--- src/design/rsq_pkg.sv ---
// Shared constants, types and helper functions of the response slot queue.
package rsq_pkg;

   localparam int SLOT_COUNT = 8;
   localparam int SLOT_DEPTH = 4;

   localparam int SLOT_W  = (SLOT_COUNT > 1) ? $clog2(SLOT_COUNT) : 1;
   localparam int HEAD_W  = (SLOT_DEPTH > 1) ? $clog2(SLOT_DEPTH) : 1;
   localparam int CNT_W   = $clog2(SLOT_DEPTH + 1);
   localparam int ENTRIES = SLOT_COUNT * SLOT_DEPTH;
   localparam int ADDR_W  = (ENTRIES > 1) ? $clog2(ENTRIES) : 1;
   localparam int SCAN_W  = $clog2(SLOT_COUNT + 1);

   localparam logic [31:0] ORDER_MAX  = 32'hFFFF_FFFF;
   localparam logic [7:0]  RES_MAX    = 8'd255;
   localparam logic [7:0]  CHECK_SEED = 8'h01;
   localparam logic [10:0] TARGET_RST = 11'd1;

   localparam logic [2:0] OP_RECEIVE    = 3'd0;
   localparam logic [2:0] OP_POP_CMD    = 3'd1;
   localparam logic [2:0] OP_POP_OLDEST = 3'd2;
   localparam logic [2:0] OP_RESERVE    = 3'd3;
   localparam logic [2:0] OP_UNRESERVE  = 3'd4;

   localparam logic [1:0] ST_OK      = 2'd0;
   localparam logic [1:0] ST_EMPTY   = 2'd1;
   localparam logic [1:0] ST_REJECT  = 2'd2;
   localparam logic [1:0] ST_NO_SLOT = 2'd3;

   typedef struct packed {
      logic idle;
      logic capture;
      logic decode;
      logic scan;
      logic scan_end;
      logic store;
      logic pop_finish;
      logic res_finish;
      logic resp_load;
   } rsq_cmd_type;

   typedef struct packed {
      logic [2:0] op;
      logic       frame_ok;
      logic       hit;
      logic       free;
      logic       pop_ok;
      logic       scan_done;
      logic       pick_ok;
      logic       out_free;
   } rsq_stat_type;

   typedef struct packed {
      logic [31:0] order;
      logic [3:0]  len;
      logic [63:0] bytes;
   } rsq_entry_type;

   function automatic logic [ADDR_W-1:0] slot_addr(input logic [SLOT_W-1:0] slot,
                                                   input logic [HEAD_W-1:0] pos);
      int a;
      a = int'(slot) * SLOT_DEPTH + int'(pos);
      return ADDR_W'(a);
   endfunction

   function automatic logic [HEAD_W-1:0] head_inc(input logic [HEAD_W-1:0] pos);
      return (int'(pos) == SLOT_DEPTH - 1) ? '0 : HEAD_W'(int'(pos) + 1);
   endfunction

   function automatic logic [2:0] slot_out(input logic [SLOT_W-1:0] slot);
      logic [SLOT_W+2:0] w;
      w = {3'b000, slot};
      return w[2:0];
   endfunction

endpackage

--- src/design/rsq_ctrl.sv ---
// Controller state machine that sequences each transaction through the datapath.
module rsq_ctrl (
   input  logic                  clock,
   input  logic                  reset,
   input  logic                  req_valid,
   input  rsq_pkg::rsq_stat_type stat,
   output rsq_pkg::rsq_cmd_type  cmd,
   output logic                  req_stall
);

   typedef enum logic [7:0] {
      S_IDLE     = 8'b0000_0001,
      S_DECODE   = 8'b0000_0010,
      S_SCAN     = 8'b0000_0100,
      S_SCAN_END = 8'b0000_1000,
      S_STORE    = 8'b0001_0000,
      S_POP      = 8'b0010_0000,
      S_RES      = 8'b0100_0000,
      S_RESP     = 8'b1000_0000
   } state_type;

   state_type state_ff;
   state_type state_in;

   always_comb begin
      state_in = state_ff;
      unique case (state_ff)
         S_IDLE: begin
            if (req_valid) state_in = S_DECODE;
         end
         S_DECODE: begin
            unique case (stat.op)
               rsq_pkg::OP_RECEIVE: begin
                  if (!stat.frame_ok) state_in = S_RESP;
                  else if (stat.hit || stat.free) state_in = S_STORE;
                  else state_in = S_SCAN;
               end
               rsq_pkg::OP_POP_CMD: begin
                  state_in = stat.pop_ok ? S_POP : S_RESP;
               end
               rsq_pkg::OP_POP_OLDEST: state_in = S_SCAN;
               rsq_pkg::OP_RESERVE, rsq_pkg::OP_UNRESERVE: state_in = S_RES;
               default: state_in = S_RESP;
            endcase
         end
         S_SCAN: begin
            if (stat.scan_done) state_in = S_SCAN_END;
         end
         S_SCAN_END: begin
            if (!stat.pick_ok) state_in = S_RESP;
            else if (stat.op == rsq_pkg::OP_RECEIVE) state_in = S_STORE;
            else state_in = S_POP;
         end
         S_STORE: state_in = S_RESP;
         S_POP:   state_in = S_RESP;
         S_RES:   state_in = S_RESP;
         S_RESP: begin
            if (stat.out_free) state_in = S_IDLE;
         end
         default: state_in = S_IDLE;
      endcase
   end

   always_ff @(posedge clock) begin
      if (reset) state_ff <= S_IDLE;
      else state_ff <= state_in;
   end

   always_comb begin
      cmd.idle       = (state_ff == S_IDLE);
      cmd.capture    = (state_ff == S_IDLE) && req_valid;
      cmd.decode     = (state_ff == S_DECODE);
      cmd.scan       = (state_ff == S_SCAN);
      cmd.scan_end   = (state_ff == S_SCAN_END);
      cmd.store      = (state_ff == S_STORE);
      cmd.pop_finish = (state_ff == S_POP);
      cmd.res_finish = (state_ff == S_RES);
      cmd.resp_load  = (state_ff == S_RESP) && stat.out_free;
   end

   assign req_stall = (state_ff != S_IDLE);

endmodule

--- config.mk ---
export PLATFORM = sky130hd
export DESIGN_NAME = rsq_ctrl
export DESIGN_NICKNAME = d
export VERILOG_FILES = /design/src/design/rsq_pkg.sv /design/src/design/rsq_ctrl.sv
export SDC_FILE = /design/constraint.sdc
export NUM_CORES = 1
export LEC_CHECK = 0
export BUFFER_PORTS_ARGS = -buffer_cell sky130_fd_sc_hd__buf_2
export CAP_MARGIN = 20
export CORE_AREA = 2 2 39 41
export DETAILED_ROUTE_END_ITERATION = 6
export DIE_AREA = 0 0 41 43
export GPL_ROUTABILITY_DRIVEN = 0
export PLACE_DENSITY_LB_ADDON = 0.2
export SKIP_CTS_REPAIR_TIMING = 1
export SYNTH_ARGS = -nofsm -noshare
export SYNTH_HDL_FRONTEND = slang
export SYNTH_SLANG_ARGS = --single-unit
export TNS_END_PERCENT = 30
--- constraint.sdc ---
create_clock -name clock -period 2.5 [get_ports clock]
set_input_delay 0.125 -clock clock [delete_from_list [all_inputs] [get_ports clock]]
set_output_delay 0.125 -clock clock [all_outputs]
set_load 0.02 [all_outputs]
==> impl_metrics.toml, run 1 <==
[floorplan]
ios = 23
start_util_pct = 39.5
dieArea_um2 = 1760
fp.dieW_um = 41
dieHeight_um = 43
num_rows = 14
coreArea_um2 = 1380

[sta]
rsz0062_at_grt = "false"
setup_viol = 0
setup_ws_ns = 0.734
slew_violations = 0
period_needed_ns = 1.77
tns_ns = 0
skew_ns = 0.00220
hold_viol_final = 0
max_slew_margin_pct = 74.6
min_period_over_period_pct = 70.6
hold_ws_ns = 0.106
worst_pin_slew_ns = 0.378
max_freq_mhz = 566

[routing]
wl_met3_um = 70
ant_nets = 0
drt_iter0_drc = 16
firstDrtPassIters = 4
route.vias.total = 569
met2WireLength_um = 549
viasPerCell = 5.42
wl_per_cell_um = 12.0
wl_met1_um = 632
drcViolationCount = 0
routed_wl_mm = 1.26
routed.top_layer = "met4"

[pwr]
switching_share_pct = 29.9
pwr-share-comb_pct = 25.6
seq_power_share_pct = 44.4
powerDensity_nw_per_um2 = 459
intPower_w = 0.000220
ir_drop_mv = 0.216
clkPwrFrac_pct = 30.0
p_switching_w = 0.0000938
power.leakage_nw = 0.315

[synthesis]
ys_warn_count = 0
ys_seq_elements = 8
async_flop_share_pct = 0
syn_avg_cell_area_um2 = 8.16
synthesis.nets = 80
synth_edf_count = 0
synth_ff_type = "dfxtp_1"
synthesis.area_um2 = 547
synth_cells = 67
yosysSeqAreaShare_pct = 29.3
yosysUniqueCellTypes = 31

[grt]
grt_pass1_vias = 436
antenna_found_initial = 0
grt_usage_pct = 14.9
gr-total-overflow = 0
grt_pass1_wl_mm = 1.81
grt_max_degree = 9

[place]
place_ws_ns = 0.852
dp.cells = 102
hpwl_um = 950
numPortBuffers = 22

[worst_setup_path]
path_class = "reg -> out"
crit_slowest_cell = "nor3_1"
r2r-start = "state_ff[5]$_SDFFE_PP0P_"
crit_path_end_kind = "primary output"
worstSetupStartpointType = "flip-flop"
slowest_delay_ns = 0.37
startpoint = "state_ff[1]$_SDFFE_PP0P_"
crit_buf_inv = 1
cp_max_fo = 5
worstPathArrival_ns = 1.64
critical_path.cell_chain = "nor3_1 -> nand2_1 -> nor4b_1 -> buf_2"
cp.required_ns = 2.38
critical_path.top_delay_family = "simple AND/OR/NAND/NOR gates"

[final_layout]
regMostFlops = "state_ff"
area_growth_syn_to_layout_pct = 25.2
top_regs = "state_ff x8"
final_util_pct = 49.5
drive_gt1_share_pct = 31.5
fillers = 144
final_nets = 104
largest_reg_flops = 8
diodes = 0
final_cells = 105

[outcome]
status = "finished, final reports clean"

[clock_network]
clock_sinks = 8
cts_buffers = 3
root_buffer = "clkbuf_4"
cts_tree = "built"
worstSkewPairLatency_ns = 0.24
cts_buffer_depth = 2
cts.clk_slew.worst_paths_ns = 0.05
h-tree-depth = 1

[run]
drv_cap = 0

[worst_hold_path]
worstHoldStart = "stat[2]"
worstHoldPathType = "in -> reg"
cell families (layout without fill, tap and decap cells):
kind of cell / Yosys count / count (layout) / share of synthesized area, %
DFF: 8 / 8 / 29.3
muxes: 1 / 1 / 1.83
xor gates and xnor gates: 3 / 3 / 4.81
buffers and inverters: 5 / 27 / 4.12
and+or+nand+nor: 38 / 38 / 45.8
AOI/OAI and AO/OA: 12 / 12 / 14.2
synthesized netlist by cell type (2+ instances only):
master    number  area, um^2
o21ai_0        2        10.0
nor4_1         2        12.5
nor2_1         6        22.5
nor3b_1        2        15.0
xor2_1         3        26.3
and4b_1        3        30.0
a21oi_1        5        25.0
nor3_1         2        10.0
inv_1          2        7.51
nor4b_1        4        35.0
dfxtp_1        8         160
nand2b_1       3        18.8
nand3_1        4        20.0
nand2_1        4        15.0
worst paths after layout:
check | to | slack (ns) | depth (start not counted)
max | cmd[1] | 0.73 | 4
min | state_ff[3]$_SDFFE_PP0P_ | 0.11 | 3
max reg2reg | state_ff[2]$_SDFFE_PP0P_ | 0.84 | 4
min reg2reg | state_ff[0]$_SDFFE_PP1P_ | 0.71 | 3
area by class of cell:
type,count,area (um^2),area share [%]
clock buffers,3,22.5,3.29
inverters,2,7.51,1.10
multi-input cells,54,364,53.2
flip-flops and latches,8,160,23.4
well taps,16,20.0,2.93
repair buffers,22,110,16.1
power by group through the flow:
stage | Clock [W] | Combinational (W) | Sequential, W
final | 0.0000941 | 0.0000805 | 0.000139
after global routing | 0.000106 | 0.0000864 | 0.000140
after CTS | 0.0000985 | 0.0000801 | 0.000139
after detailed placement | 0 | 0.0000798 | 0.000142
after global placement | 0 | 0.0000788 | 0.000142
after floorplan | 0 | 0.0000534 | 0.000140
placed cells by master (no fill, tap or decap), types with 2 or more instances in the layout:
master,count
nand2b_1,3
nand3_1,4
clkbuf_4,3
and4b_1,3
buf_2,22
nor4b_1,4
nor3_1,2
nor4_1,2
nor2_1,6
a21oi_1,5
xor2_1,3
dfxtp_1,8
nor3b_1,2
nand2_1,4
o21ai_0,2
inv_1,2
metal layers:
metal	global-route usage [%]	vias to the layer above
met5	0	-
met3	5.24	2
met4	8.00	0
li1	-	296
met1	19.6	255
met2	20.6	16
tightest hold or removal path: cells and delay by family:
family | cells | cell delay, ns
buffers and inverters | 1 | 0.10
AND/OR/NAND/NOR | 2 | 0.09
stage by stage:
step / instance area (um^2) / power [W]
after global placement: 662 / 0.000221
final: 684 / 0.000314
after detailed placement: 662 / 0.000222
after global routing: 684 / 0.000332
after floorplan: 547 / 0.000193
after CTS: 684 / 0.000318
Note: power is estimated with default switching activity, not from simulation.
==> run 2, diff against run 1 <==
==> constraint.sdc (replaced) <==
create_clock -name clock -period 1.7 [get_ports clock]
set_input_delay 0.085 -clock clock [delete_from_list [all_inputs] [get_ports clock]]
set_output_delay 0.085 -clock clock [all_outputs]
set_load 0.02 [all_outputs]
==> run 2 against run 1 <==
  * Routed wire length fell by 1.9%
  * Flip-flop and latch count did not move
  * Global-route usage increased by 2.6 points
  * Critical path type is now reg -> reg
  * Clock skew is 0.0011 ns lower
  * Clock-buffer cell count did not move
  * Largest power group unchanged
  * Die area stayed put
  * Largest cell class unchanged
  * Via count rose by 3.9%
  * Worst setup slack got worse by 0.64 ns
  * Worst hold slack worse by 0.037 ns
  * Combinational power grew 52%
  * Power increased by 52%
==> impl_metrics.toml, run 2 (synthesized netlist as in run 1, its figures left out) <==
[outcome]
status = "finished, final reports clean"

[worst_setup_path]
worstPathArrival_ns = 1.75
critical_path.cell_chain = "buf_4 -> nor4b_1 -> and3b_1 -> o21ba_2 -> a311o_1"
startpoint = "state_ff[4]$_SDFFE_PP0P_"
path_class = "reg -> reg"
cp_max_fo = 6
cp.required_ns = 1.84
slowest_delay_ns = 0.33
crit_slowest_cell = "dfxtp_1"
worstSetupStartpointType = "flip-flop"
crit_path_end_kind = "flip-flop"
critical_path.top_delay_family = "simple AND/OR/NAND/NOR gates"
r2r-start = "state_ff[4]$_SDFFE_PP0P_"
crit_buf_inv = 1

[final_layout]
area_growth_syn_to_layout_pct = 31.4
drive_gt1_share_pct = 34.8
final_cell_mix = "buf_2 (22), dfxtp_1 (8), nor2_1 (6), a21oi_1 (5)"
regMostFlops = "state_ff"
multi_input_area_um2 = 375
seq_area_um2 = 160
top_regs = "state_ff x8"
fillers = 134
diodes = 0
largest_reg_flops = 8
layout_commonest_cell = "buf_2"
final_nets = 107

[grt]
grt_pass1_vias = 505
antenna_found_initial = 0
gr-total-overflow = 0
grt_usage_pct = 17.5
grt_pass1_wl_mm = 2.08
grt_max_degree = 9

[worst_hold_path]
worstHoldPathType = "in -> reg"
worstHoldStart = "stat[2]"

[floorplan]
dieHeight_um = 43
num_rows = 14
start_util_pct = 39.5
fp.dieW_um = 41
ios = 23
dieArea_um2 = 1760
coreArea_um2 = 1380

[sta]
rsz0062_at_grt = "false"
worst_pin_slew_ns = 0.313
hold_viol_final = 0
max_freq_mhz = 621
tns_ns = 0
skew_ns = 0.00112
setup_ws_ns = 0.0906
slew_violations = 0
max_slew_margin_pct = 78.8
min_period_over_period_pct = 94.7
setup_viol = 0
period_needed_ns = 1.61

[routing]
routed_wl_mm = 1.24
route.vias.total = 591
ant_nets = 0
drcViolationCount = 0
wl_per_cell_um = 11.5
firstDrtPassIters = 5
viasPerCell = 5.47
drt_iter0_drc = 16

[pwr]
powerDensity_nw_per_um2 = 666
ir_drop_mv = 0.452
power.leakage_nw = 0.329

[place]
hpwl_um = 984
numPortBuffers = 22
place_ws_ns = 0.125

[clock_network]
cts_buffers = 3
cts_buffer_depth = 2
worstSkewPairLatency_ns = 0.26
root_buffer = "clkbuf_4"
h-tree-depth = 1
cts_tree = "built"
cts.clk_slew.worst_paths_ns = 0.05
clock_sinks = 8

[run]
drv_cap = 0
==> run 2: path summary, 6_finish.rpt <==
check	endpoint	slack (ns)	depth (start not counted)
setup / recovery	state_ff[0]$_SDFFE_PP1P_	0.09	5
hold / removal	state_ff[3]$_SDFFE_PP0P_	0.07	3
setup reg to reg	state_ff[0]$_SDFFE_PP1P_	0.09	5
hold reg to reg	state_ff[0]$_SDFFE_PP1P_	0.77	3
==> run 2: cell type report <==
type | instances | area share [%]
Tap cell | 16 | 2.79
Clock buffer | 3 | 3.14
Inverter | 2 | 1.05
Multi-Input combinational cell | 54 | 52.3
Timing Repair Buffer | 25 | 18.5
Sequential cell | 8 | 22.3
==> run 2: report_power, final <==
group	switching, W	internal, W	leakage [nW]	total, W
combinational	0.0000683	0.0000536	0.250	0.000122
sequential	0.0000135	0.000195	0.0649	0.000208
clock	0.0000671	0.0000809	0.0138	0.000148
==> run 2: through the flow <==
stage	power [W]	util [%]	instances	hold WS [ns]	cell area, um^2
2_1_floorplan	0.000284	-	67	0.204	547
3_3_place_gp	0.000325	49.5	105	0.329	684
3_5_place_dp	0.000327	49.5	105	0.338	684
4_1_cts	0.000474	51.1	108	0.0651	707
5_1_grt	0.000504	51.9	108	0.0775	718
6_report	0.000478	51.9	108	0.0696	718
==> run 2: routing by layer <==
layer	wire, um	share of wire [%]	track usage, %	vias up
met2	553	45	25.0	23
met1	571	46	21.8	261
met4	34	2.7	12.0	0
met5	0	0	0	-
li1	-	-	-	302
met3	79	6.4	4.71	5
==> run 2: worst register-to-register path: stages, from the launching register on <==
cell and delay [ns]:
dfxtp_1 0.33, buf_4 0.16, nor4b_1 0.30, and3b_1 0.26, o21ba_2 0.19, a311o_1 0.26
==> run 3, diff against run 2 <==
--- a/config.mk
+++ b/config.mk
@@ -5,11 +5,11 @@
 export SDC_FILE = /design/constraint.sdc
 export NUM_CORES = 1
 export LEC_CHECK = 0
-export BUFFER_PORTS_ARGS = -buffer_cell sky130_fd_sc_hd__buf_2
 export CAP_MARGIN = 20
 export CORE_AREA = 2 2 39 41
 export DETAILED_ROUTE_END_ITERATION = 6
 export DIE_AREA = 0 0 41 43
+export DONT_BUFFER_PORTS = 1
 export GPL_ROUTABILITY_DRIVEN = 0
 export PLACE_DENSITY_LB_ADDON = 0.2
 export SKIP_CTS_REPAIR_TIMING = 1
==> run 3 against run 2 <==
  * Non-clock buffer count fell by 10
  * Clock skew rose by 0.0039 ns
  * Core utilization fell by 1.2 points
  * Largest power group unchanged
  * Sequential share of layout area rose by 0.52 points
  * Critical endpoint unchanged
==> impl_metrics.toml, run 3 (synthesized netlist as in run 1, its figures left out) <==
[final_layout]
drive_gt1_share_pct = 22.0
regMostFlops = "state_ff"
final_nets = 97
top_regs = "state_ff x8"
area_growth_syn_to_layout_pct = 28.4
layout_commonest_cell = "buf_4"
diodes = 0
final_cells = 98
final_cell_mix = "buf_4 (11), dfxtp_1 (8), nor2_1 (6), a21oi_1 (5)"
largest_reg_flops = 8
fillers = 132

[sta]
slew_violations = 0
worst_pin_slew_ns = 0.320
skew_ns = 0.00500
period_needed_ns = 1.57
hold_viol_final = 0
min_period_over_period_pct = 92.6
max_slew_margin_pct = 78.4
setup_viol = 0
rsz0062_at_grt = "false"
max_freq_mhz = 635
tns_ns = 0

[routing]
ant_nets = 0
routed_wl_mm = 1.30
wl_per_cell_um = 13.3
viasPerCell = 5.82
route.vias.total = 570
drcViolationCount = 0
firstDrtPassIters = 4
drt_iter0_drc = 9

[grt]
gr-total-overflow = 0
grt_pass1_vias = 462
antenna_found_initial = 0
grt_max_degree = 9
grt_usage_pct = 17.6
grt_pass1_wl_mm = 2.06

[place]
dp.cells = 90
numPortBuffers = 0
hpwl_um = 992

[pwr]
ir_drop_mv = 0.356
powerDensity_nw_per_um2 = 671
total_power_w = 0.000471
power.leakage_nw = 0.293

[worst_setup_path]
cp_max_fo = 6
worstSetupStartpointType = "flip-flop"
path_class = "reg -> reg"
r2r_slack_ns = 0.13
worstPathArrival_ns = 1.72
cp.required_ns = 1.84
crit_path_end_kind = "flip-flop"

[floorplan]
coreArea_um2 = 1380
dieArea_um2 = 1760
fp.dieW_um = 41
start_util_pct = 39.5
dieHeight_um = 43
num_rows = 14
ios = 23

[clock_network]
cts_buffer_depth = 2
clock_sinks = 8
cts_tree = "built"
h-tree-depth = 1
root_buffer = "clkbuf_4"
worstSkewPairLatency_ns = 0.25
cts.clk_slew.worst_paths_ns = 0.06
cts_buffers = 3

[worst_hold_path]
worstHoldPathType = "in -> reg"

[run]
drv_cap = 0

[outcome]
status = "finished, final reports clean"
## run 3: cell types whose count changed in the layout (fill, tap and decap cells not counted), sizes merged
cell,previous run,this run
buf,25,11
dlygate4sd3,0,4
## run 3: stage by stage
stage / cell area, um^2 / hold slack (ns) / utilization (%) / setup WS (ns)
final: 702 / 0.0115 / 50.7 / 0.126
after global routing: 702 / 0.000313 / 50.7 / 0.00504
after CTS: 649 / -0.118 / 46.9 / -0.0171
after detailed placement: 627 / 0.158 / 45.3 / 0.160
after global placement: 627 / 0.157 / 45.3 / 0.124
after floorplan: 547 / 0.204 / - / 0.0692
## run 3: per-layer routing
metal	global-route usage, %	share of wire [%]	wire [um]	vias up
met4	12.0	0.77	10	0
met1	22.0	44	574	268
met3	6.28	7.5	98	2
met5	0	0	0	-
li1	-	-	-	282
met2	24.1	48	622	18
## run 3: where the power goes
group | internal (W) | switching (W)
clock network | 0.0000808 | 0.0000645
registers | 0.000195 | 0.0000110
logic | 0.0000588 | 0.0000614
total | 0.000334 | 0.000137
## run 3: area by class of cell
| cell class | instances | area [um^2] | share of cell area (%) |
|---|---|---|---|
| inverter | 2 | 7.51 | 1.07 |
| multi-input combinational | 54 | 369 | 52.6 |
| tap | 16 | 20.0 | 2.85 |
| sequential | 8 | 160 | 22.8 |
| clock buffer | 3 | 22.5 | 3.21 |
| timing repair buffer | 15 | 123 | 17.5 |
## run 3: critical path: stages, from the launching register on
cell     delay (ns)
dfxtp_1        0.36
nor4b_1        0.37
and3b_1        0.28
o21ba_2        0.19
a311o_1        0.26
## run 3: path summary, 6_finish.rpt
| check | endpoint | from | depth (start not counted) |
|---|---|---|---|
| max | state_ff[0]$_SDFFE_PP1P_ | state_ff[2]$_SDFFE_PP0P_ | 4 |
| min | state_ff[2]$_SDFFE_PP0P_ | stat[7] | 2 |
| max reg2reg | state_ff[0]$_SDFFE_PP1P_ | state_ff[2]$_SDFFE_PP0P_ | 4 |
| min reg2reg | state_ff[0]$_SDFFE_PP1P_ | state_ff[7]$_SDFFE_PP0P_ | 3 |
